$ cat config.mk
export PLATFORM = sky130hd
export DESIGN_NAME = rational_arith_reduce
export DESIGN_NICKNAME = d
export VERILOG_FILES = /design/src/rtl/core/rar_pkg.sv /design/src/rtl/core/rar_datapath.sv /design/src/rtl/core/rar_control.sv /design/src/rtl/core/rational_arith_reduce.sv
export VERILOG_INCLUDE_DIRS = /design/src /design/src/rtl/core
export SDC_FILE = /design/constraint.sdc
export NUM_CORES = 2
export LEC_CHECK = 0
export BUFFER_PORTS_ARGS = -buffer_cell sky130_fd_sc_hd__buf_2
export CAP_MARGIN = 15
export CORE_UTILIZATION = 60
export DETAILED_ROUTE_END_ITERATION = 6
export PLACE_DENSITY = 0.81
export SYNTH_ARGS = -nofsm -noshare
export SYNTH_HDL_FRONTEND = slang
export SYNTH_SLANG_ARGS = --single-unit
$ cat constraint.sdc
create_clock -name clock -period 9.5 [get_ports clock]
set_input_delay 0.475 -clock clock [delete_from_list [all_inputs] [get_ports clock]]
set_output_delay 0.475 -clock clock [all_outputs]
set_load 0.1 [all_outputs]
$ cat src/rtl/core/assert_macros.svh
// assertion helpers
`ifndef ASSERT_MACROS_SVH
`define ASSERT_MACROS_SVH
`ifndef ASSERT_OFF
`define ASSERT_IMP(lbl, clk, rst, ante, cons) \
   lbl: assert property (@(posedge clk) disable iff (rst) (ante) |-> (cons)) \
   else $error("assertion failed");
`define ASSERT_NEXT(lbl, clk, rst, ante, cons) \
   lbl: assert property (@(posedge clk) disable iff (rst) (ante) |=> (cons)) \
   else $error("assertion failed");
`else
`define ASSERT_IMP(lbl, clk, rst, ante, cons)
`define ASSERT_NEXT(lbl, clk, rst, ante, cons)
`endif
`endif

$ cat src/rtl/core/rar_pkg.sv
`default_nettype none
package rar_pkg;
   localparam int OperandWidthDefault = 16;
   localparam int NumWidth = 33;
   localparam int DenWidth = 31;
   localparam logic [1:0] MODE_ADD = 2'd0;
   localparam logic [1:0] MODE_SUB = 2'd1;
   localparam logic [1:0] MODE_MUL = 2'd2;
   localparam logic [1:0] MODE_DIV = 2'd3;

   typedef struct packed {
      logic load;
      logic mul_step;
      logic sum_step;
      logic gcd_init;
      logic gcd_step;
      logic div_init;
      logic div_step;
      logic finish;
   } cmd_type;

   typedef struct packed {
      logic den_zero;
      logic num_zero;
      logic gcd_done;
      logic div_done;
   } status_type;
endpackage
`default_nettype wire

$ cat src/rtl/core/rar_datapath.sv
`default_nettype none
module rar_datapath #(
   parameter int OPERAND_WIDTH = rar_pkg::OperandWidthDefault
) (
   input  wire logic                 clock,
   input  wire logic                 reset,
   input  wire rar_pkg::cmd_type     cmd,
   output rar_pkg::status_type       status,
   input  wire logic [1:0]           req_mode,
   input  wire logic [15:0]          req_a_num,
   input  wire logic [15:0]          req_a_den,
   input  wire logic [15:0]          req_b_num,
   input  wire logic [15:0]          req_b_den,
   output logic signed [32:0]        rsp_res_num,
   output logic [30:0]               rsp_res_den,
   output logic                      rsp_div_zero
);
   localparam int W = OPERAND_WIDTH;
   localparam int PW = 2 * W;
   localparam int SW = PW + 1;
   localparam int CW = $clog2(SW + 1);

   logic [1:0]    mode_ff;
   logic [W-1:0]  pm_ff, qm_ff, rm_ff, sm_ff;
   logic          pn_ff, qn_ff, rn_ff, sn_ff;
   logic [PW-1:0] x_ff, y_ff, dm_ff;
   logic          xn_ff, yn_ff, dn_ff;
   logic [SW-1:0] nm_ff;
   logic          nn_ff;
   logic [SW-1:0] ga_ff, gb_ff;
   logic [CW-1:0] gk_ff;
   logic [SW-1:0] quo_ff, rem_ff, dvd_ff, dvs_ff;
   logic [CW-1:0] cnt_ff;
   logic          sel_ff;
   logic [SW-1:0] qn_res_ff;
   logic          dz_ff;

   function automatic logic [W-1:0] mag(input logic [W-1:0] v);
      mag = v[W-1] ? (~v + 1'b1) : v;
   endfunction

   logic [W-1:0] a_n, a_d, b_n, b_d;
   assign a_n = W'(req_a_num);
   assign a_d = W'(req_a_den);
   assign b_n = W'(req_b_num);
   assign b_d = W'(req_b_den);

   logic [SW-1:0] sum_mag;
   logic          sum_neg, yneg_eff;
   always_comb begin
      yneg_eff = (mode_ff == rar_pkg::MODE_SUB) ? ~yn_ff : yn_ff;
      if (xn_ff == yneg_eff) begin
         sum_mag = {1'b0, x_ff} + {1'b0, y_ff};
         sum_neg = xn_ff;
      end else if (x_ff >= y_ff) begin
         sum_mag = {1'b0, x_ff - y_ff};
         sum_neg = xn_ff;
      end else begin
         sum_mag = {1'b0, y_ff - x_ff};
         sum_neg = yneg_eff;
      end
   end

   logic [SW:0] trial;
   assign trial = {rem_ff, dvd_ff[SW-1]} - {1'b0, dvs_ff};

   always_ff @(posedge clock) begin
      if (cmd.load) begin
         mode_ff <= req_mode;
         pm_ff <= mag(a_n); pn_ff <= a_n[W-1];
         qm_ff <= mag(a_d); qn_ff <= a_d[W-1];
         rm_ff <= mag(b_n); rn_ff <= b_n[W-1];
         sm_ff <= mag(b_d); sn_ff <= b_d[W-1];
      end
      if (cmd.mul_step) begin
         case (mode_ff)
            rar_pkg::MODE_MUL: begin
               x_ff <= pm_ff * rm_ff; xn_ff <= pn_ff ^ rn_ff;
               y_ff <= '0; yn_ff <= 1'b0;
               dm_ff <= qm_ff * sm_ff; dn_ff <= qn_ff ^ sn_ff;
            end
            rar_pkg::MODE_DIV: begin
               x_ff <= pm_ff * sm_ff; xn_ff <= pn_ff ^ sn_ff;
               y_ff <= '0; yn_ff <= 1'b0;
               dm_ff <= qm_ff * rm_ff; dn_ff <= qn_ff ^ rn_ff;
            end
            default: begin
               x_ff <= pm_ff * sm_ff; xn_ff <= pn_ff ^ sn_ff;
               y_ff <= rm_ff * qm_ff; yn_ff <= rn_ff ^ qn_ff;
               dm_ff <= qm_ff * sm_ff; dn_ff <= qn_ff ^ sn_ff;
            end
         endcase
      end
      if (cmd.sum_step) begin
         nm_ff <= sum_mag;
         nn_ff <= (sum_neg ^ dn_ff) & (sum_mag != '0);
      end
      // binary gcd, common factors of two counted in gk_ff
      if (cmd.gcd_init) begin
         ga_ff <= nm_ff;
         gb_ff <= {1'b0, dm_ff};
         gk_ff <= '0;
      end else if (cmd.gcd_step) begin
         if (!ga_ff[0] && !gb_ff[0]) begin
            ga_ff <= ga_ff >> 1;
            gb_ff <= gb_ff >> 1;
            gk_ff <= gk_ff + 1'b1;
         end else if (!ga_ff[0]) ga_ff <= ga_ff >> 1;
         else if (!gb_ff[0]) gb_ff <= gb_ff >> 1;
         else if (ga_ff > gb_ff) ga_ff <= ga_ff - gb_ff;
         else gb_ff <= gb_ff - ga_ff;
      end
      if (cmd.div_init) begin
         dvd_ff <= sel_ff ? {1'b0, dm_ff} : nm_ff;
         dvs_ff <= ga_ff << gk_ff;
         rem_ff <= '0;
         cnt_ff <= '0;
      end else if (cmd.div_step) begin
         dvd_ff <= {dvd_ff[SW-2:0], ~trial[SW]};
         rem_ff <= trial[SW] ? {rem_ff[SW-2:0], dvd_ff[SW-1]} : trial[SW-1:0];
         cnt_ff <= cnt_ff + 1'b1;
      end
      if (cmd.finish) begin
         if (!sel_ff) qn_res_ff <= dvd_ff;
         else begin
            rsp_res_den <= 31'(dvd_ff);
            rsp_res_num <= nn_ff ? -$signed(33'(qn_res_ff)) : $signed(33'(qn_res_ff));
            rsp_div_zero <= 1'b0;
         end
      end
      if (cmd.sum_step && dm_ff == '0) begin
         rsp_res_num <= '0; rsp_res_den <= '0; rsp_div_zero <= 1'b1;
      end else if (cmd.sum_step && sum_mag == '0) begin
         rsp_res_num <= '0; rsp_res_den <= 31'd1; rsp_div_zero <= 1'b0;
      end
      if (reset) sel_ff <= 1'b0;
      else if (cmd.finish) sel_ff <= ~sel_ff;
      dz_ff <= (dm_ff == '0);
   end

   assign status.den_zero = dz_ff | (dm_ff == '0);
   assign status.num_zero = (nm_ff == '0);
   assign status.gcd_done = (ga_ff == gb_ff);
   assign status.div_done = (cnt_ff == CW'(SW));
endmodule
`default_nettype wire

$ cat src/rtl/core/rar_control.sv
`default_nettype none
`include "assert_macros.svh"
module rar_control (
   input  wire logic            clock,
   input  wire logic            reset,
   input  wire logic            req_valid,
   output logic                 req_stall,
   output logic                 rsp_valid,
   input  wire logic            rsp_stall,
   output rar_pkg::cmd_type     cmd,
   input  wire rar_pkg::status_type status
);
   localparam logic [2:0] S_IDLE = 3'd0, S_MUL = 3'd1, S_SUM = 3'd2, S_CHK = 3'd3,
                          S_GCD = 3'd4, S_DIVI = 3'd5, S_DIV = 3'd6, S_OUT = 3'd7;
   logic [2:0] state_ff, state_in;
   logic       second_ff, second_in;
   logic       rv_ff, rv_in;

   always_comb begin
      state_in = state_ff;
      second_in = second_ff;
      rv_in = rv_ff & rsp_stall;
      cmd = '0;
      case (state_ff)
         S_IDLE: if (req_valid && !rv_ff) begin
            cmd.load = 1'b1; state_in = S_MUL;
         end
         S_MUL: begin cmd.mul_step = 1'b1; state_in = S_SUM; end
         S_SUM: begin cmd.sum_step = 1'b1; state_in = S_CHK; end
         S_CHK: begin
            if (status.den_zero || status.num_zero) begin
               rv_in = 1'b1; state_in = S_IDLE;
            end else begin
               cmd.gcd_init = 1'b1; state_in = S_GCD;
            end
         end
         S_GCD: if (status.gcd_done) state_in = S_DIVI;
                else cmd.gcd_step = 1'b1;
         S_DIVI: begin cmd.div_init = 1'b1; state_in = S_DIV; end
         S_DIV: if (status.div_done) begin
            cmd.finish = 1'b1;
            second_in = ~second_ff;
            state_in = second_ff ? S_OUT : S_DIVI;
         end else cmd.div_step = 1'b1;
         S_OUT: begin rv_in = 1'b1; state_in = S_IDLE; end
         default: state_in = S_IDLE;
      endcase
   end

   always_ff @(posedge clock) begin
      if (reset) begin
         state_ff <= S_IDLE; second_ff <= 1'b0; rv_ff <= 1'b0;
      end else begin
         state_ff <= state_in; second_ff <= second_in; rv_ff <= rv_in;
      end
   end

   assign req_stall = (state_ff != S_IDLE) | rv_ff;
   assign rsp_valid = rv_ff;

   `ASSERT_IMP(a_no_accept_busy, clock, reset, rv_ff, req_stall)
   `ASSERT_NEXT(a_load_to_mul, clock, reset, cmd.load, state_ff == S_MUL)
   `ASSERT_IMP(a_gcd_idle, clock, reset, cmd.gcd_step, !cmd.div_step)
endmodule
`default_nettype wire

$ cat src/rtl/core/rational_arith_reduce.sv
// one word in, one word out; no overlap between words
// steps: load, multiply, sum, check, gcd loop, two divisions, output
// gcd: binary gcd
// a new word waits for the last response; time per word is set by the gcd loop
// and two restoring dividers sharing one shift-subtract unit
// synchronous reset clears the controller and valid
`default_nettype none
module rational_arith_reduce #(
   parameter int OPERAND_WIDTH = rar_pkg::OperandWidthDefault
) (
   input  wire logic         clock,
   input  wire logic         reset,
   input  wire logic         req_valid,
   output logic              req_stall,
   input  wire logic [1:0]   req_mode,
   input  wire logic [15:0]  req_a_num,
   input  wire logic [15:0]  req_a_den,
   input  wire logic [15:0]  req_b_num,
   input  wire logic [15:0]  req_b_den,
   output logic              rsp_valid,
   input  wire logic         rsp_stall,
   output logic signed [32:0] rsp_res_num,
   output logic [30:0]       rsp_res_den,
   output logic              rsp_div_zero
);
   rar_pkg::cmd_type    cmd;
   rar_pkg::status_type status;

   rar_control u_ctl (.clock, .reset, .req_valid, .req_stall, .rsp_valid,
                      .rsp_stall, .cmd, .status);
   rar_datapath #(.OPERAND_WIDTH(OPERAND_WIDTH)) u_dp (.clock, .reset, .cmd,
      .status, .req_mode, .req_a_num, .req_a_den, .req_b_num, .req_b_den,
      .rsp_res_num, .rsp_res_den, .rsp_div_zero);
endmodule
`default_nettype wire
# Word-level counts from Yosys, hierarchy flattened
# Index checks and enable logic that the tools add are counted.
[word_totals]
regBits = 485
[classes]
n_eq_ne = 20
multipliers = 4
addsub = 13
shift = 1
n_mux = 56
n_reduce_logical = 32
bitwise_logic = 17
order_cmp = 2
[op_table]
columns = ["cell", "count"]
rows = [
  ["33-bit two-way mux", 16],
  ["32-bit two-way mux", 5],
  ["16-bit by 16-bit multiplier with 32-bit output", 4],
  ["33-bit logical NOT", 2],
  ["33-bit subtractor", 2],
  ["16-bit by 1-bit adder with 16-bit output, second input constant", 4],
  ["16-bit inverter", 4],
  ["32-bit subtractor", 2],
  ["15-bit two-way mux", 4],
  ["34-bit by 33-bit subtractor with 34-bit output", 1],
  ["32-bit by 32-bit adder with 33-bit output", 1],
  ["33-bit == test", 1],
  ["33-bit greater-than comparator", 1],
  ["33-bit negation", 1],
  ["33-bit nonzero test", 1],
  ["33-bit by 6-bit left shift with 33-bit output", 1],
  ["32-bit greater-or-equal comparator", 1],
  ["32-bit logical NOT", 1],
  ["3-bit case mux with 8 select lines", 1],
  ["1-bit two-way mux", 23],
  ["6-bit by 1-bit adder with 6-bit output, second input constant", 2],
  ["3-bit == test, second input constant", 4],
  ["3-bit two-way mux", 4],
  ["4-bit inequality test, second input constant", 3],
  ["24 further kinds", 56],
]

# Longest topological paths before layout
[depth]
word_depth = 8
depth_mapped = 26

# Hierarchy
# Synthesis repeated with hierarchy kept, for this count alone.
[unflattened]
cells_unflattened = 7482
area_unflattened_um2 = 66349.9
[by_module_without_submodules]
columns = ["module", "n_inst", "area_per_inst_um2", "cells_per_inst"]
rows = [
  ["rar_datapath", 1, 66032.1, 7446],
  ["rar_control", 1, 317.8, 36],
]

# Worst setup path after synthesis
# No wires, ideal clock.
[synth_timing]
kind = "register -> register"
from = "register u_dp.qm_ff[7]"
to = "register u_dp.dm_ff[25], data pin"
path_slack_ns = 2.854
t_arrival_ns = 6.377
setup_time_ns = 0.269
stages_incl_launch_ff = 27
cell_sequence = "edfxtp_1 -> clkbuf_1 -> nand2_1 -> fa_1 -> inv_1 -> fa_1 -> inv_1 -> fa_1 -> inv_1 -> fa_1 -> fa_1 -> inv_1 -> fa_1 -> inv_1 -> ha_1 -> a21o_1 -> a21oi_1 -> nand3b_1 -> or3_1 -> a31oi_1 -> o21ai_0 -> a21o_1 -> a21o_1 -> a21o_1 -> a21oi_1 -> xor2_1 -> o21ai_0"
[synth_between]
elab_chain_len = 2
elab_cells_between_ends = 3
classes_between = "mul: 2; mux: 1"
[synth_lines]
columns = ["item", "line_no", "rtl"]
rows = [
  ["start: declaration", "rar_datapath.sv:24", "logic [W-1:0] pm_ff, qm_ff, rm_ff, sm_ff;"],
  ["start signal: assignment", "rar_datapath.sv:71", "qm_ff <= mag(a_d); qn_ff <= a_d[W-1];"],
  ["16-bit by 16-bit multiplier with 32-bit output (on tied branches)", "rar_datapath.sv:80, rar_datapath.sv:90, rar_datapath.sv:85", ""],
  ["32-bit two-way mux (*)", "n/a", ""],
  ["end signal: assignment", "rar_datapath.sv:80", "dm_ff <= qm_ff * sm_ff; dn_ff <= qn_ff ^ sn_ff;"],
  ["end signal: assignment", "rar_datapath.sv:85", "dm_ff <= qm_ff * rm_ff; dn_ff <= qn_ff ^ rn_ff;"],
  ["end signal: assignment", "rar_datapath.sv:90", "dm_ff <= qm_ff * sm_ff; dn_ff <= qn_ff ^ sn_ff;"],
  ["end: declaration", "rar_datapath.sv:26", "logic [PW-1:0] x_ff, y_ff, dm_ff;"],
]
# Every way passes the cells marked *; elsewhere a longest branch is shown, timed or not.
# A chain may end at the register's enable or synchronous reset.

# Worst setup path in the final report
[layout_timing]
from = "register u_dp.rm_ff[1]"
to = "register u_dp.x_ff[23], data pin"
[layout_between]
elab_chain_len = 2
[layout_lines]
columns = ["item", "line_no", "rtl"]
rows = [
  ["start: declaration", "rar_datapath.sv:24", ""],
  ["start signal: assignment", "rar_datapath.sv:72", "rm_ff <= mag(b_n); rn_ff <= b_n[W-1];"],
  ["16-bit by 16-bit multiplier with 32-bit output", "rar_datapath.sv:78", "x_ff <= pm_ff * rm_ff; xn_ff <= pn_ff ^ rn_ff;"],
  ["32-bit two-way mux", "n/a", ""],
  ["end signal: assignment", "rar_datapath.sv:78", ""],
  ["end signal: assignment", "rar_datapath.sv:83", "x_ff <= pm_ff * sm_ff; xn_ff <= pn_ff ^ sn_ff;"],
  ["end signal: assignment", "rar_datapath.sv:88", "x_ff <= pm_ff * sm_ff; xn_ff <= pn_ff ^ sn_ff;"],
  ["end: declaration", "rar_datapath.sv:26", ""],
]
# Every way passes these cells.

==> results.json <==
{
  "status": "finished, final reports clean",
  "path_clk_slew_ns": 0.06,
  "drt_iter0_markers": 4759,
  "crit_fanout": 17,
  "setup_violations": 0,
  "cts_buffers": 57,
  "post-route-period-util_pct": 80.4,
  "dieArea_um2": 113000,
  "finalCriticalPeriod_ns": 7.64,
  "root_buffer": "clkbuf_16",
  "chipHeight_um": 336,
  "synth_edf_count": 367,
  "ys_seq_area_share_pct": 20.0,
  "busiest_layer": "met2",
  "area_growth_pct": 5.60,
  "arrival_ns": 8.09,
  "wire_per_inst_um": 21.1,
  "syn_area_um2": 66900,
  "startpoint_type": "flop",
  "rrSetupSlack_ns": 1.86,
  "path_cells": "buf_4, nand2_1, fa_1, fa_1, fa_1, fa_1, inv_1, fa_1, inv_1, fa_1, inv_1, ha_1, and2_1, a22oi_1, o21ai_0, o41ai_1, o21ai_0, o21ai_0, a21oi_1, o22a_1, a21oi_1, o21ai_0, a31o_2",
  "hold_viol_final": 0,
  "syn_inst": 7585,
  "relSlewSlack_pct": 22.8,
  "yosysTopAreaCell": "fa_1",
  "holdPathEnd": "u_dp.sm_ff[0]",
  "cts-resized-gates": 0,
  "hold_class": "primary input to flop",
  "grt_pass1_vias": 55059,
  "cts.sink_count": 485,
  "grt_max_degree": 86,
  "n_fill_cell": 9106,
  "cts_max_path_buffers": 3,
  "clkLatencyLatePin_ns": 0.71,
  "design.core.area_um2": 111000,
  "synthTopCellsByArea": "fa_1 (23%), edfxtp_1 (16%), ha_1 (12%)",
  "fin_util_pct": 63.9,
  "io_pins": 137,
  "timing.hold.ws_ns": 0.0324,
  "fin_ws_ns": 1.86,
  "path_common_cell": "fa_1",
  "fin_skew_ns": 0.0811,
  "grt_use_met2_pct": 55.2,
  "min_from": "req_b_den[0]",
  "hold_depth": 1,
  "ys_ff_latch": 485,
  "via_per_inst": 6.05,
  "rsz0062_at_grt": "false",
  "portBuffers": 136,
  "antenna_cells": 0,
  "cp-end-kind": "flop",
  "met3_usage_pct": 6.58,
  "antenna_found_initial": 2,
  "drive_gt1_share_pct": 5.82,
  "slowest_delay_ns": 0.91,
  "wirelength_mm": 190,
  "die_w_um": 336,
  "slew_violations": 0,
  "dp_hpwl_mm": 147,
  "fmax_mhz": 131,
  "post_cts_buffers": 0,
  "cp.required_ns": 9.96,
  "cts_tree": "built",
  "grt_usage_pct": 34.0,
  "drt_pass1_iterations": 6,
  "ys_types": 85,
  "dp_slack_ns": 1.88,
  "syn_area_per_cell_um2": 8.82,
  "synth_top_area_share_pct": 23.4,
  "synth_ff_type": "edfxtp_1",
  "htreeDepth": 2,
  "vias": 54509,
  "initial_core_util_pct": 60.5,
  "worstRegToRegCells": 23,
  "drc": 0,
  "grt-ovfl-total": 0,
  "num_rows": 122,
  "yosysWarnings": 0,
  "grt_use_met1_pct": 45.0,
  "grt_pass1_wl_mm": 302,
  "r2r_start": "u_dp.rm_ff[1]",
  "tns_ns": 0,
  "crit_type": "flop to flop",
  "place.gp.congestion": 1.02,
  "synthArstFlopShare_pct": 0,
  "cap_viol_max_count": 0,
  "cp_slowest_cell": "edfxtp_1",
  "r2r-end": "u_dp.x_ff[23]",
  "detail-route-antenna-nets": 0,
  "nets": 8942,
  "syn-num-nets": 9055,
  "worst_pin_slew_ns": 1.16
}
[layer usage]
metal	vias up	wire (um)	share of wire [%]
met5	-	0	0
met4	0	8100	4.3
met3	500	17900	9.4
met2	2690	86900	46
met1	26723	77200	41
li1	24596	-	-
[Yosys cell counts (125+ instances only)]
master	number
xnor2_1	183
clkbuf_1	366
nand2_1	888
a21oi_1	386
nor2_1	387
nor3_1	143
o21ai_0	291
edfxtp_1	367
fa_1	782
and2_1	493
inv_1	1166
mux2i_1	133
nand3_1	125
ha_1	618
[worst max path at each step]
stage	from	to	depth (start not counted)
after global placement	u_dp.rm_ff[1]	u_dp.x_ff[23]	23
after global routing	u_dp.rm_ff[1]	u_dp.x_ff[23]	23
after floorplan	u_dp.qm_ff[7]	u_dp.dm_ff[25]	26
final	u_dp.rm_ff[1]	u_dp.x_ff[23]	23
after CTS	u_dp.rm_ff[1]	u_dp.x_ff[23]	23
after detailed placement	u_dp.rm_ff[1]	u_dp.x_ff[23]	23
[registers in the layout, indices dropped and copies added, names as in the netlist, 3 cells and up]
signal / count
u_dp.dvd_ff: 33
u_dp.dvs_ff: 33
u_dp.ga_ff: 33
u_dp.gb_ff: 33
u_dp.nm_ff: 33
u_dp.qn_res_ff: 33
u_dp.rem_ff: 33
u_dp.rsp_res_num: 33
u_dp.dm_ff: 32
u_dp.x_ff: 32
u_dp.y_ff: 32
u_dp.rsp_res_den: 31
u_dp.pm_ff: 16
u_dp.qm_ff: 16
u_dp.rm_ff: 16
u_dp.sm_ff: 16
u_dp.cnt_ff: 6
u_dp.gk_ff: 6
u_ctl.state_ff: 3
[kinds of logic after synthesis]
| family | after synthesis | synth area share [%] |
|---|---|---|
| and+or+nand+nor | 2380 | 17.2 |
| buffers and inverters | 1581 | 8.96 |
| adders and majority gates | 1400 | 34.9 |
| AOI/OAI and AO/OA | 1259 | 11.8 |
| DFF | 485 | 20.0 |
| xor gates and xnor gates | 305 | 3.99 |
| muxes | 175 | 3.10 |
[critical path: cells and delay by family (launching register included)]
family	cells	cell delay (ns)
compound gates	10	2.36
fa+ha+maj	7	3.35
buf+inv	4	0.50
flops	1	0.91
simple gates	2	0.31
[cell type report]
type                       instances  area (um^2)  area share, %
multi-input combinational       5519        47600           67.4
sequential                       485        13400           18.9
inverter                        1170         4390           6.22
tap                             1488         1860           2.63
clock buffer                      77         1570           2.23
timing repair buffer             239         1460           2.07
clock inverter                    30          378          0.535
[what timing repair did]
item / 4_1_cts / 5_1_grt
setup endpoints to repair: 0 / 0
hold endpoints to repair: 3 / 0
hold buffers: 3 / 0
[stage by stage]
| stage | cell area [um^2] | std cells |
|---|---|---|
| after floorplan | 66900 | 7585 |
| after global placement | 68700 | 8898 |
| after detailed placement | 68700 | 8898 |
| after CTS | 70700 | 9008 |
| after global routing | 70700 | 9008 |
| final | 70700 | 9008 |
[layout by cell type (no fill, tap or decap), drive strengths merged, types with 24 or more instances in the layout]
master  netlist  layout
inv        1169    1175
nand2       888     888
fa          782     782
ha          618     618
and2        493     493
a21oi       387     387
nor2        387     387
edfxtp      367     367
o21ai       297     297
buf          45     236
xnor2       183     183
nor3        143     143
mux2i       133     133
nand3       125     125
xor2        122     122
dfxtp       118     118
a21o        114     114
clkbuf      366      77
nand4        56      56
nor2b        53      53
o21bai       52      52
o31ai        49      49
a211oi       47      47
o21a         47      47
nand2b       46      46
or3          44      44
o211ai       44      44
nor4         44      44
a31oi        41      41
and3         27      27
mux4         24      24
Power is not shown: default switching activity piles up to over one toggle a cycle in this logic, so the estimate is an artifact.
